==> config.mk <==
export PLATFORM = sky130hd
export DESIGN_NAME = char_lcd_nibble_writer_with_cursor_core
export DESIGN_NICKNAME = d
export VERILOG_FILES = /design/src/hw/rtl/lcdnw_pkg.sv /design/src/hw/rtl/lcdnw_front.sv /design/src/hw/rtl/lcdnw_queue.sv /design/src/hw/rtl/lcdnw_back.sv /design/src/hw/rtl/char_lcd_nibble_writer_with_cursor_core.sv
export SDC_FILE = /design/constraint.sdc
export NUM_CORES = 1
export LEC_CHECK = 0
export ABC_AREA = 1
export ABC_CLOCK_PERIOD_IN_PS = 10600
export BUFFER_PORTS_ARGS = -buffer_cell sky130_fd_sc_hd__buf_2
export CAP_MARGIN = 40
export CORE_UTILIZATION = 46
export DETAILED_ROUTE_END_ITERATION = 12
export HOLD_SLACK_MARGIN = 0.08
export PLACE_DENSITY = 0.66
export SLEW_MARGIN = 30
export SYNTH_ARGS = -nofsm -noshare
export SYNTH_HDL_FRONTEND = slang
export SYNTH_SLANG_ARGS = --single-unit
export TNS_END_PERCENT = 100
==> constraint.sdc <==
create_clock -name clk -period 10.6 [get_ports clk]
set_input_delay 0.53 -clock clk [delete_from_list [all_inputs] [get_ports clk]]
set_output_delay 0.53 -clock clk [all_outputs]
set_load 0.01 [all_outputs]
==> src/hw/rtl/lcdnw_pkg.sv <==
// ----------------------------------------------------------------------------
// lcdnw_pkg
// Shared types and constants of the character LCD nibble writer.
// ----------------------------------------------------------------------------
package lcdnw_pkg;

    // Command codes carried on the input tuser
    typedef enum logic [2:0] {
        CMD_INIT   = 3'd0,
        CMD_RAW    = 3'd1,
        CMD_CHAR   = 3'd2,
        CMD_SETPOS = 3'd3,
        CMD_CLEAR  = 3'd4,
        CMD_RIGHT  = 3'd5,
        CMD_LEFT   = 3'd6,
        CMD_DELETE = 3'd7
    } cmd_t;

    localparam int MAX_BYTES = 6;
    localparam int BYTE_IDX_W = $clog2(MAX_BYTES);
    localparam int NBYTES_W = $clog2(MAX_BYTES + 1);
    localparam int NIB_IDX_W = $clog2(2 * MAX_BYTES);

    localparam logic [7:0] LCD_INIT_A    = 8'h33;
    localparam logic [7:0] LCD_INIT_B    = 8'h32;
    localparam logic [7:0] LCD_FUNC_SET  = 8'h28;
    localparam logic [7:0] LCD_DISP_ON   = 8'h0F;
    localparam logic [7:0] LCD_ENTRY     = 8'h06;
    localparam logic [7:0] LCD_CLEAR     = 8'h01;
    localparam logic [7:0] LCD_SHIFT_R   = 8'h14;
    localparam logic [7:0] LCD_SHIFT_L   = 8'h10;
    localparam logic [7:0] LCD_ROW0_HOME = 8'h80;
    localparam logic [7:0] LCD_ROW1_HOME = 8'hC0;
    localparam logic [7:0] LCD_ROW0_END  = 8'h8F;
    localparam logic [7:0] LCD_ROW1_END  = 8'hCF;
    localparam logic [7:0] CHAR_SPACE    = 8'h20;
    localparam logic [7:0] CHAR_MIN      = 8'd32;
    localparam logic [7:0] CHAR_MAX      = 8'd125;
    localparam logic [4:0] POS_ROW0_END  = 5'd15;
    localparam logic [4:0] POS_ROW1_HOME = 5'd16;
    localparam logic [4:0] POS_LAST      = 5'd31;

    localparam logic RS_INSTR = 1'b0;
    localparam logic RS_DATA  = 1'b1;

    // One queued item: the byte run of a command and the final cursor
    typedef struct packed {
        logic [NBYTES_W-1:0]            nbytes;
        logic [MAX_BYTES-1:0][7:0]      bytes;
        logic [MAX_BYTES-1:0]           rs;
        logic [4:0]                     cursor;
    } entry_t;

endpackage

==> src/hw/rtl/lcdnw_front.sv <==
// ----------------------------------------------------------------------------
// lcdnw_front
// Accepts commands, tracks the cursor and expands each command into a byte run.
// ----------------------------------------------------------------------------
module lcdnw_front (
    input  logic                 clk,
    input  logic                 rst_n,
    input  logic                 in_valid,
    output logic                 in_ready,
    input  lcdnw_pkg::cmd_t      cmd,
    input  logic [7:0]           data_byte,
    input  logic                 row,
    input  logic [5:0]           col,
    input  logic                 q_full,
    output logic                 q_push,
    output lcdnw_pkg::entry_t    q_entry
);
    import lcdnw_pkg::*;

    typedef struct packed {
        logic [4:0] pos;
        logic       emit;
        logic [7:0] code;
    } step_t;

    logic [4:0] cursor_reg;
    logic [4:0] cursor_next;
    logic       accept;

    function automatic step_t step_right(input logic [4:0] p);
        step_t r;
        r.pos  = p + 5'd1;
        r.emit = 1'b0;
        r.code = LCD_ROW0_HOME;
        if (p == POS_ROW0_END)
        begin
            r.emit = 1'b1;
            r.code = LCD_ROW1_HOME;
        end
        else if (p == POS_LAST)
        begin
            r.emit = 1'b1;
            r.code = LCD_ROW0_HOME;
        end
        return r;
    endfunction

    function automatic step_t step_left(input logic [4:0] p);
        step_t r;
        r.pos  = p - 5'd1;
        r.emit = 1'b0;
        r.code = LCD_ROW0_END;
        if (p == POS_ROW1_HOME)
        begin
            r.emit = 1'b1;
            r.code = LCD_ROW0_END;
        end
        else if (p == 5'd0)
        begin
            r.emit = 1'b1;
            r.code = LCD_ROW1_END;
        end
        return r;
    endfunction

    always_comb
    begin
        logic [MAX_BYTES-1:0][7:0] bl;
        logic [MAX_BYTES-1:0]      rl;
        logic [BYTE_IDX_W-1:0]     cnt;
        logic [4:0]                pos;
        step_t                     st;
        bl  = '0;
        rl  = '0;
        cnt = '0;
        pos = cursor_reg;
        st  = '0;
        unique case (cmd)
            CMD_INIT:
            begin
                bl[0] = LCD_INIT_A;
                bl[1] = LCD_INIT_B;
                bl[2] = LCD_FUNC_SET;
                bl[3] = LCD_DISP_ON;
                bl[4] = LCD_ENTRY;
                bl[5] = LCD_CLEAR;
                cnt = BYTE_IDX_W'(6);
                pos = 5'd0;
            end
            CMD_RAW:
            begin
                bl[0] = data_byte;
                cnt = BYTE_IDX_W'(1);
            end
            CMD_CHAR:
            begin
                if (data_byte >= CHAR_MIN && data_byte <= CHAR_MAX)
                begin
                    bl[cnt] = data_byte;
                    rl[cnt] = RS_DATA;
                    cnt = cnt + 1'b1;
                    st = step_right(pos);
                    pos = st.pos;
                    if (st.emit)
                    begin
                        bl[cnt] = st.code;
                        cnt = cnt + 1'b1;
                    end
                end
            end
            CMD_SETPOS:
            begin
                // row * 0x40 + col never exceeds seven bits
                bl[0] = {1'b1, row, col};
                cnt = BYTE_IDX_W'(1);
                if (col <= 6'd15)
                    pos = {row, col[3:0]};
            end
            CMD_CLEAR:
            begin
                bl[0] = LCD_CLEAR;
                cnt = BYTE_IDX_W'(1);
                pos = 5'd0;
            end
            CMD_RIGHT:
            begin
                if (pos != POS_LAST)
                begin
                    bl[cnt] = LCD_SHIFT_R;
                    cnt = cnt + 1'b1;
                    st = step_right(pos);
                    pos = st.pos;
                    if (st.emit)
                    begin
                        bl[cnt] = st.code;
                        cnt = cnt + 1'b1;
                    end
                end
            end
            CMD_LEFT:
            begin
                bl[cnt] = LCD_SHIFT_L;
                cnt = cnt + 1'b1;
                st = step_left(pos);
                pos = st.pos;
                if (st.emit)
                begin
                    bl[cnt] = st.code;
                    cnt = cnt + 1'b1;
                end
            end
            CMD_DELETE:
            begin
                // back up, overwrite with a space, back up again
                bl[cnt] = LCD_SHIFT_L;
                cnt = cnt + 1'b1;
                st = step_left(pos);
                pos = st.pos;
                if (st.emit)
                begin
                    bl[cnt] = st.code;
                    cnt = cnt + 1'b1;
                end
                bl[cnt] = CHAR_SPACE;
                rl[cnt] = RS_DATA;
                cnt = cnt + 1'b1;
                st = step_right(pos);
                pos = st.pos;
                if (st.emit)
                begin
                    bl[cnt] = st.code;
                    cnt = cnt + 1'b1;
                end
                bl[cnt] = LCD_SHIFT_L;
                cnt = cnt + 1'b1;
                st = step_left(pos);
                pos = st.pos;
                if (st.emit)
                begin
                    bl[cnt] = st.code;
                    cnt = cnt + 1'b1;
                end
            end
            default:
            begin
                cnt = '0;
            end
        endcase
        q_entry.nbytes = NBYTES_W'(cnt);
        q_entry.bytes  = bl;
        q_entry.rs     = rl;
        q_entry.cursor = pos;
        cursor_next    = pos;
    end

    assign in_ready = !q_full;
    assign accept   = in_valid && in_ready;
    // drop commands that produce no writes
    assign q_push   = accept && (q_entry.nbytes != '0);

    always_ff @(posedge clk or negedge rst_n)
    begin
        if (!rst_n)
            cursor_reg <= 5'd0;
        else if (accept)
            cursor_reg <= cursor_next;
    end

    a_push_len: assert property (@(posedge clk) disable iff (!rst_n)
        q_push |-> (q_entry.nbytes <= NBYTES_W'(MAX_BYTES)))
        else $error("byte run longer than the queue entry");

    a_cursor_hold: assert property (@(posedge clk) disable iff (!rst_n)
        !accept |=> $stable(cursor_reg))
        else $error("cursor moved without an accepted item");

endmodule

==> src/hw/rtl/lcdnw_queue.sv <==
// ----------------------------------------------------------------------------
// lcdnw_queue
// Two-entry queue of byte runs between the command front and the nibble back.
// ----------------------------------------------------------------------------
module lcdnw_queue (
    input  logic                 clk,
    input  logic                 rst_n,
    input  logic                 push,
    input  lcdnw_pkg::entry_t    push_entry,
    output logic                 full,
    input  logic                 pop,
    output logic                 head_valid,
    output lcdnw_pkg::entry_t    head_entry
);
    import lcdnw_pkg::*;

    entry_t     slot_reg [2];
    logic       wr_ptr_reg;
    logic       rd_ptr_reg;
    logic [1:0] count_reg;
    logic [1:0] count_next;

    assign full       = (count_reg == 2'd2);
    assign head_valid = (count_reg != 2'd0);
    assign head_entry = slot_reg[rd_ptr_reg];

    always_comb
    begin
        count_next = count_reg;
        if (push && !pop)
            count_next = count_reg + 2'd1;
        else if (pop && !push)
            count_next = count_reg - 2'd1;
    end

    always_ff @(posedge clk)
    begin
        if (push)
            slot_reg[wr_ptr_reg] <= push_entry;
    end

    always_ff @(posedge clk or negedge rst_n)
    begin
        if (!rst_n)
        begin
            wr_ptr_reg <= 1'b0;
            rd_ptr_reg <= 1'b0;
            count_reg  <= 2'd0;
        end
        else
        begin
            if (push)
                wr_ptr_reg <= !wr_ptr_reg;
            if (pop)
                rd_ptr_reg <= !rd_ptr_reg;
            count_reg <= count_next;
        end
    end

    a_no_overflow: assert property (@(posedge clk) disable iff (!rst_n)
        !(push && full))
        else $error("push into a full queue");

    a_no_underflow: assert property (@(posedge clk) disable iff (!rst_n)
        pop |-> head_valid)
        else $error("pop from an empty queue");

endmodule

==> src/hw/rtl/lcdnw_back.sv <==
// ----------------------------------------------------------------------------
// lcdnw_back
// Splits each queued byte run into nibble writes, high nibble first.
// ----------------------------------------------------------------------------
module lcdnw_back (
    input  logic                 clk,
    input  logic                 rst_n,
    input  logic                 head_valid,
    input  lcdnw_pkg::entry_t    head_entry,
    output logic                 pop,
    output logic                 out_valid,
    input  logic                 out_ready,
    output logic                 reg_select,
    output logic [3:0]           nibble,
    output logic                 last,
    output logic [4:0]           cursor_now
);
    import lcdnw_pkg::*;

    logic [NIB_IDX_W-1:0] idx_reg;
    logic                 valid_reg;
    logic                 rs_reg;
    logic [3:0]           nibble_reg;
    logic                 last_reg;
    logic [4:0]           cursor_reg;
    logic                 advance;
    logic                 load;
    logic                 at_end;
    logic [7:0]           cur_byte;

    assign advance  = !valid_reg || out_ready;
    assign load     = advance && head_valid;
    assign cur_byte = head_entry.bytes[idx_reg[NIB_IDX_W-1:1]];
    assign at_end   = (idx_reg == NIB_IDX_W'({head_entry.nbytes, 1'b0} - 1'b1));
    assign pop      = load && at_end;

    always_ff @(posedge clk or negedge rst_n)
    begin
        if (!rst_n)
        begin
            idx_reg   <= '0;
            valid_reg <= 1'b0;
        end
        else if (advance)
        begin
            valid_reg <= head_valid;
            if (head_valid)
                idx_reg <= at_end ? '0 : idx_reg + 1'b1;
        end
    end

    always_ff @(posedge clk)
    begin
        if (load)
        begin
            rs_reg     <= head_entry.rs[idx_reg[NIB_IDX_W-1:1]];
            nibble_reg <= idx_reg[0] ? cur_byte[3:0] : cur_byte[7:4];
            last_reg   <= at_end;
            cursor_reg <= head_entry.cursor;
        end
    end

    assign out_valid  = valid_reg;
    assign reg_select = rs_reg;
    assign nibble     = nibble_reg;
    assign last       = last_reg;
    assign cursor_now = cursor_reg;

    a_mid_run_head: assert property (@(posedge clk) disable iff (!rst_n)
        (idx_reg != '0) |-> head_valid)
        else $error("byte run left the queue before its last nibble");

    a_idx_range: assert property (@(posedge clk) disable iff (!rst_n)
        head_valid |-> (idx_reg < NIB_IDX_W'({head_entry.nbytes, 1'b0})))
        else $error("nibble index past the end of the run");

endmodule

==> src/hw/rtl/char_lcd_nibble_writer_with_cursor_core.sv <==
// ----------------------------------------------------------------------------
// char_lcd_nibble_writer_with_cursor_core
// 4-bit character LCD writer: commands in, register-select/nibble writes out.
//
//  port group | dir | item content
//  -----------+-----+--------------------------------------------------------
//  s_axis     | in  | command: tuser cmd, tdata data_byte/row/col
//  m_axis     | out | nibble write: tuser reg_select, tlast, tdata nibble/cursor
//
//  One nibble write leaves per cycle while a run is queued and m_axis_tready
//  is high; k bytes give 2k writes (2 to 12) via the back end nibble counter.
//  A command is taken every cycle while the two-entry queue has room;
//  commands that produce no write are taken but reach no queue entry.
//  Reset clears the cursor to 0, empties the queue and drops the output.
//  m_axis_tready low holds the output register; the queue then fills and
//  s_axis_tready falls.
// ----------------------------------------------------------------------------
module char_lcd_nibble_writer_with_cursor_core (
    input  logic        clk,
    input  logic        rst_n,
    input  logic        s_axis_tvalid,
    output logic        s_axis_tready,
    input  logic [15:0] s_axis_tdata,   // [7:0] data_byte, [8] row, [14:9] col
    input  logic [2:0]  s_axis_tuser,   // [2:0] cmd
    output logic        m_axis_tvalid,
    input  logic        m_axis_tready,
    output logic [15:0] m_axis_tdata,   // [3:0] nibble, [8:4] cursor_now
    output logic        m_axis_tuser,   // [0] reg_select
    output logic        m_axis_tlast
);
    import lcdnw_pkg::*;

    entry_t     push_entry;
    entry_t     head_entry;
    logic       push;
    logic       pop;
    logic       q_full;
    logic       head_valid;
    logic [3:0] nibble;
    logic [4:0] cursor_now;

    lcdnw_front u_front (
        .clk       (clk),
        .rst_n     (rst_n),
        .in_valid  (s_axis_tvalid),
        .in_ready  (s_axis_tready),
        .cmd       (cmd_t'(s_axis_tuser)),
        .data_byte (s_axis_tdata[7:0]),
        .row       (s_axis_tdata[8]),
        .col       (s_axis_tdata[14:9]),
        .q_full    (q_full),
        .q_push    (push),
        .q_entry   (push_entry)
    );

    lcdnw_queue u_queue (
        .clk        (clk),
        .rst_n      (rst_n),
        .push       (push),
        .push_entry (push_entry),
        .full       (q_full),
        .pop        (pop),
        .head_valid (head_valid),
        .head_entry (head_entry)
    );

    lcdnw_back u_back (
        .clk        (clk),
        .rst_n      (rst_n),
        .head_valid (head_valid),
        .head_entry (head_entry),
        .pop        (pop),
        .out_valid  (m_axis_tvalid),
        .out_ready  (m_axis_tready),
        .reg_select (m_axis_tuser),
        .nibble     (nibble),
        .last       (m_axis_tlast),
        .cursor_now (cursor_now)
    );

    assign m_axis_tdata = {7'd0, cursor_now, nibble};

endmodule
==> Yosys cells after proc, flatten, opt, wreduce, memory -nomap -nowiden <==
Memories as Yosys holds them, arrays and structs flattened.
Index checks and enable logic that the tools add are counted.
{ "word_totals": {"mem_bits_ro": 0, "elab_cells": 153, "n_memories": 1, "ff_bits": 25, "ram_bits": 124, "out_inout_bits": 20, "latch_bits": 0} }
{ "mem_list": {"columns": ["memory", "depth", "width", "rd", "rd_ports_with_merged_regs", "write_ports", "line_no", "source"], "rows": [
  ["u_queue.slot_reg", 2, 62, 1, 0, 1, "lcdnw_queue.sv:17", "entry_t slot_reg [2];"]
]} }
{ "op_classes": {"reduce_logical": 27, "bitwise_logic": 6, "n_mux": 69, "n_addsub": 12, "shift": 0, "div_mod_pow": 0, "eq_ne": 16, "mul": 0, "n_lt_le_gt_ge": 12} }
{ "ops": {"columns": ["op", "count"], "rows": [
  ["48-bit 2-to-1 mux", 3],
  ["9-bit 2-to-1 mux", 16],
  ["48-bit bitwise mux", 2],
  ["8-bit demux with 3-bit select", 4],
  ["42-bit inverter", 2],
  ["8-bit 2-to-1 mux", 10],
  ["32-bit case mux with 2 select lines", 1],
  ["8-bit case mux with 8 select lines", 1],
  ["14-bit by 42-bit AND with 42-bit output", 1],
  ["42-bit AND", 1],
  ["8-bit case mux with 5 select lines", 1],
  ["16-bit 2-to-1 mux", 2],
  ["5-bit case mux with 6 select lines", 1],
  ["8-bit binary-select mux with 3-bit select", 1],
  ["5-bit equality test, second input constant", 4],
  ["3-bit by 4-bit < comparator with 1-bit output, second input constant", 5],
  ["5-bit 2-to-1 mux", 4],
  ["3-bit case mux with 6 select lines", 1],
  ["2-bit 2-to-1 mux", 8],
  ["3-bit by 1-bit adder with 3-bit output, second input constant", 4],
  ["3-bit equality test, second input constant", 4],
  ["3-bit by 1-bit >= comparator with 1-bit output, second input constant", 4],
  ["3-bit 2-to-1 mux", 4],
  ["1-bit logical AND", 11],
  ["other kinds (31)", 47]
]} }

==> Longest topological paths before layout <==
{ "logic_depth": {"word_depth": 20, "mapped_depth": 20, "depth_no_buf": 19} }

==> Hierarchy <==
From an unflattened synthesis, not the netlist that was laid out.
{ "hier_totals": {"hier_cells": 712, "hier_area_um2": 7940.1} }
{ "modules_own_cells": {"columns": ["mod", "cells_each", "n_inst", "area_per_inst_um2"], "rows": [
  ["lcdnw_queue", 218, 1, 4981.0],
  ["lcdnw_front", 278, 1, 1605.3],
  ["lcdnw_back", 208, 1, 1297.5],
  ["char_lcd_nibble_writer_with_cursor_core", 8, 1, 56.3]
]} }

==> Worst setup path before layout <==
OpenSTA, ideal clock, no wires.
{ "synth_path": {"path_type": "flip-flop to flip-flop", "from": "register u_front.cursor_reg[0]", "to": "memory u_queue.slot_reg[1][0] in the netlist's numbering (enable)", "arrival_ns": 4.063, "setup_slack_ns": 6.093, "synth_period_minus_slack_ns": 4.507, "stages_incl_launch_ff": 14, "setup_ns": 0.444, "required_ns": 10.156, "n_path_buf": 0, "cell_sequence": "dfrtp_1 inv_1 ha_1 inv_1 nand2_2 nand2_2 nor3_1 ha_1 ha_1 o211ai_1 a21oi_1 nand3_1 o21ai_2 nor2_1"} }
{ "synth_via": {"elab_chain_len": 18, "elab_cells_between_ends": 46} }
{ "synth_rtl": {"columns": ["element", "line_no", "source"], "rows": [
  ["from (decl)", "lcdnw_front.sv:26", "logic [4:0] cursor_reg;"],
  ["from (signal assigned)", "lcdnw_front.sv:206", "cursor_reg <= cursor_next;"],
  ["5-bit logical NOT", "lcdnw_front.sv:58", "else if (p == 5'd0)"],
  ["9-bit 2-to-1 mux", "lcdnw_front.sv:58", null],
  ["9-bit 2-to-1 mux", "lcdnw_front.sv:53", "if (p == POS_ROW1_HOME)"],
  ["9-bit 2-to-1 mux", "lcdnw_front.sv:78", "unique case (cmd)"],
  ["2-bit 2-to-1 mux", "lcdnw_front.sv:159", "if (st.emit)"],
  ["3-bit 2-to-1 mux", "lcdnw_front.sv:78", null],
  ["3-bit by 1-bit adder with 3-bit output", "lcdnw_front.sv:166", "cnt = cnt + 1'b1;"],
  ["3-bit by 1-bit adder with 3-bit output", "lcdnw_front.sv:172", "cnt = cnt + 1'b1;"],
  ["(+2 left out)", null, null],
  ["3-bit by 1-bit adder with 3-bit output", "lcdnw_front.sv:175", "cnt = cnt + 1'b1;"],
  ["3-bit by 1-bit adder with 3-bit output", "lcdnw_front.sv:181", "cnt = cnt + 1'b1;"],
  ["3-bit 2-to-1 mux", "lcdnw_front.sv:178", "if (st.emit)"],
  ["3-bit case mux with 6 select lines (*)", "lcdnw_front.sv:78", null],
  ["3-bit nonzero test (*)", "lcdnw_front.sv:199", "assign q_push = accept && (q_entry.nbytes != '0);"],
  ["1-bit logical AND (*)", "lcdnw_front.sv:199", null],
  ["1-bit 2-to-1 mux (*)", "lcdnw_queue.sv:38", "if (push)"],
  ["1-bit 2-to-1 mux (not written as such) (*)", "lcdnw_queue.sv:39", "slot_reg[wr_ptr_reg] <= push_entry;"],
  ["to (decl)", "lcdnw_queue.sv:17", null]
]} }
Mark *: on every way between the ends. The rest lies on a longest branch, timed or not. The select of a mux whose other input is x is not followed.

==> Worst setup path in the final report <==
{ "layout_path": {"from": "register u_front.cursor_reg[0]", "to": "memory u_queue.slot_reg[0][20] in the netlist's numbering (enable)"} }
Same word-level chain as after synthesis.

==> impl_metrics.yaml <==
logic_synthesis:
  synth_area_mm2: 0.00562
  synth.avg_cell_area_um2: 9.74
  synth-compound-area-share_pct: 11.4
  yosysMostFrequentCell: "nand2_1"
  synth_cell_types: 38
  synthCells: 577
  synth.yosys.seq_area_share_pct: 58.0
  synth_top_area_cell: "edfxtp_1"
  yosysWarningCount: 0
  synthXorXnorAreaFrac_pct: 2.03
  synthSimpleGateAreaFrac_pct: 17.5
  synth_top_family_by_area: "simple AND/OR/NAND/NOR gates"
  synth_ff_type: "edfxtp_1"
  synth-edff-count: 97
  yosysTopAreaCellShare_pct: 51.8
  synthMuxAreaShare_pct: 0.356
  yosys_register_bits: 111
  synthArstFlopShare_pct: 12.6
  synthAdderAreaFrac_pct: 3.78
  synth.area.top_cells: "edfxtp_1 (52%), nand2_1 (6.8%), dfrtp_1 (6.2%)"
  yosys-top-cells-count: "nand2_1 (102), edfxtp_1 (97), nor2_1 (79)"
sta:
  period_minus_slack_ns: 4.02
  finalSetupViolCount: 0
  fin_skew_ns: 0.0126
  finalMaxSlewViolations: 0
  post-route-period-util_pct: 37.9
  finalSetupTns_ns: 0
  finalHoldWorstSlack_ns: 0.0730
  clock.fmax_ghz: 0.249
  timing.final.ws_setup_ns: 6.58
  relSlewSlack_pct: 51.3
  hold_viol_final: 0
  rsz0062_at_grt: "no"
  worst_slew_pin_slew_ns: 0.729
critical_path:
  critical_path_class: "flop to flop"
  cp_top_family: "buffers and inverters"
  critPathMostFrequentCell: "inv_1"
  slowest_delay_ns: 0.49
  cpMaxStageDelayCell: "buf_4"
  required_ns: 10.58
  cp.arrival_ns: 4.00
  cp-end-kind: "flop"
  reg2regPathDepth: 16
  critPathMaxFanout: 38
  rrSetupSlack_ns: 6.58
  r2r_start: "u_front.cursor_reg[0]"
  r2r_end: "u_queue.slot_reg[0][20]"
  worstPathCellList: "inv_1, ha_1, inv_1, nand2_2, nand2_2, nor3_1, ha_1, ha_1, o211ai_1, a21oi_1, nand3_1, inv_1, nand2_1, nand3_1, inv_1, buf_4"
  crit_path_start_kind: "flop"
  cp_num_buf_inv: 5
finish:
  synthToLayoutAreaGrowth_pct: 9.93
  nets: 647
  regArea_mm2: 0.00326
  diodes: 0
  fin_cells: 759
  n_fill_cell: 1074
  drive_gt1_share_pct: 12.7
  largest_register_ffs: 86
  multi_input_area_mm2: 0.00201
clock_tree:
  cts_sinks: 111
  cts_tree: "built"
  holdBufCountCts: 0
  cts_made_buffers: 9
  clockBufferDepth: 2
  postCtsSetupRepairBufs: 0
  post_cts_resized: 0
  path_clk_slew_ns: 0.07
  cts_root_buf: "clkbuf_16"
  clk_latency_ns: 0.35
  cts_max_level: 3
routing:
  ant_nets: 0
  wl_per_cell_um: 16.0
  drt_wl_total_um: 12100
  dr_total_vias: 4085
  viasPerCell: 5.38
  first_iter_violations: 302
  first_pass_iters: 9
  drc_errors: 1
pwr:
  netSwitchingPower_mw: 0.707
  power_frac_seq_pct: 39.9
  total_power_mw: 1.73
  p_int_mw: 1.03
  leakagePower_nw: 2.56
  irDropWorstVdd_uv: 112
  pwr-share-clk_pct: 18.5
  comb_power_share_pct: 41.6
  swShare_pct: 40.8
  powerDensity_mw_per_mm2: 281
grt:
  track_usage_pct: 20.3
  grt_max_degree: 45
  antenna_found_initial: 0
  grt_pass1_vias: 3988
  grt_pass1_wl_um: 19900
  grt_overflow: 0
place:
  gp_congestion: 0.882
  post-place-ws_ns: 6.59
  portBuffers: 34
  place_inst: 743
  dp_hpwl_um: 8570
run_status:
  status: "finished, violations left"
  violations: "design-rule violations"
worst_hold_path:
  hp-class: "input pin to async pin"
floorplan:
  die-area_mm2: 0.0127
  core-area_mm2: 0.0120
  io_pins: 43
  fp.dieH_um: 113
  start_util_pct: 47.0
  num_rows: 40
  die-width_um: 113
job:
  cap_viol_max_count: 0
==> how the worst max path moves through the flow <==
stage,startpoint,endpoint,slack (ns),cells past startpoint
floorplan,u_front.cursor_reg[0],u_queue.slot_reg[1][0],6.09,13
global placement,u_front.cursor_reg[0],u_queue.slot_reg[0][11],6.70,16
detailed placement,u_front.cursor_reg[0],u_queue.slot_reg[0][14],6.59,16
CTS,u_front.cursor_reg[0],u_queue.slot_reg[0][26],6.56,16
global route,u_front.cursor_reg[0],u_queue.slot_reg[0][26],6.34,16
finish,u_front.cursor_reg[0],u_queue.slot_reg[0][20],6.58,16
==> layout make-up <==
type,count,area share [%]
flip-flops and latches,111,52.8
multi-input cells,383,32.5
clock buffers,10,3.87
inverters,63,3.83
repair buffers,39,3.36
well taps,147,2.98
clock inverters,6,0.668
==> layout by cell type (no fill, tap or decap), types with 4 or more instances in the layout <==
cell type	netlist	final
nand2_2	8	8
buf_4	7	5
nand3_1	25	25
a21oi_1	12	12
nor2_4	3	4
inv_1	59	59
o221ai_1	4	4
clkbuf_16	0	9
inv_2	4	4
nand2_1	102	102
xnor2_1	4	4
xor2_1	9	9
nor2_1	79	78
dfrtp_1	14	14
o22ai_1	10	10
nor3_1	9	9
o211ai_1	8	8
conb_1	1	7
o21ai_0	62	62
edfxtp_1	97	97
buf_2	4	34
ha_1	17	17
==> power by group through the flow <==
| stage | logic [mW] | registers, mW | clock network [mW] |
|---|---|---|---|
| floorplan | 0.522 | 0.698 | 0 |
| global placement | 0.700 | 0.696 | 0 |
| detailed placement | 0.718 | 0.701 | 0 |
| CTS | 0.722 | 0.692 | 0.324 |
| global route | 0.818 | 0.704 | 0.339 |
| finish | 0.722 | 0.692 | 0.320 |
==> logic make-up (layout without fill, tap and decap cells) <==
kind of cell,count (synthesis),count (layout)
flops,111,111
compound gates,111,111
buf+inv,89,118
xor+xnor,13,13
other cells,1,7
fa+ha+maj,17,17
mux,2,2
simple gates,233,233
==> metal layers <==
metal  GRT usage [%]  wire length [um]  share of wire, %
met1            27.0              5690                47
met2            34.1              5780                48
met3            3.40               507               4.2
met4            6.67               136               1.1
met5               0                 0                 0
==> through the flow <==
step | area [um^2] | util, %
floorplan | 5640 | -
global placement | 5900 | 49.3
detailed placement | 5900 | 49.3
CTS | 6180 | 51.7
global route | 6180 | 51.7
finish | 6180 | 51.7
No activity file was read; power rests on OpenSTA's default activity.
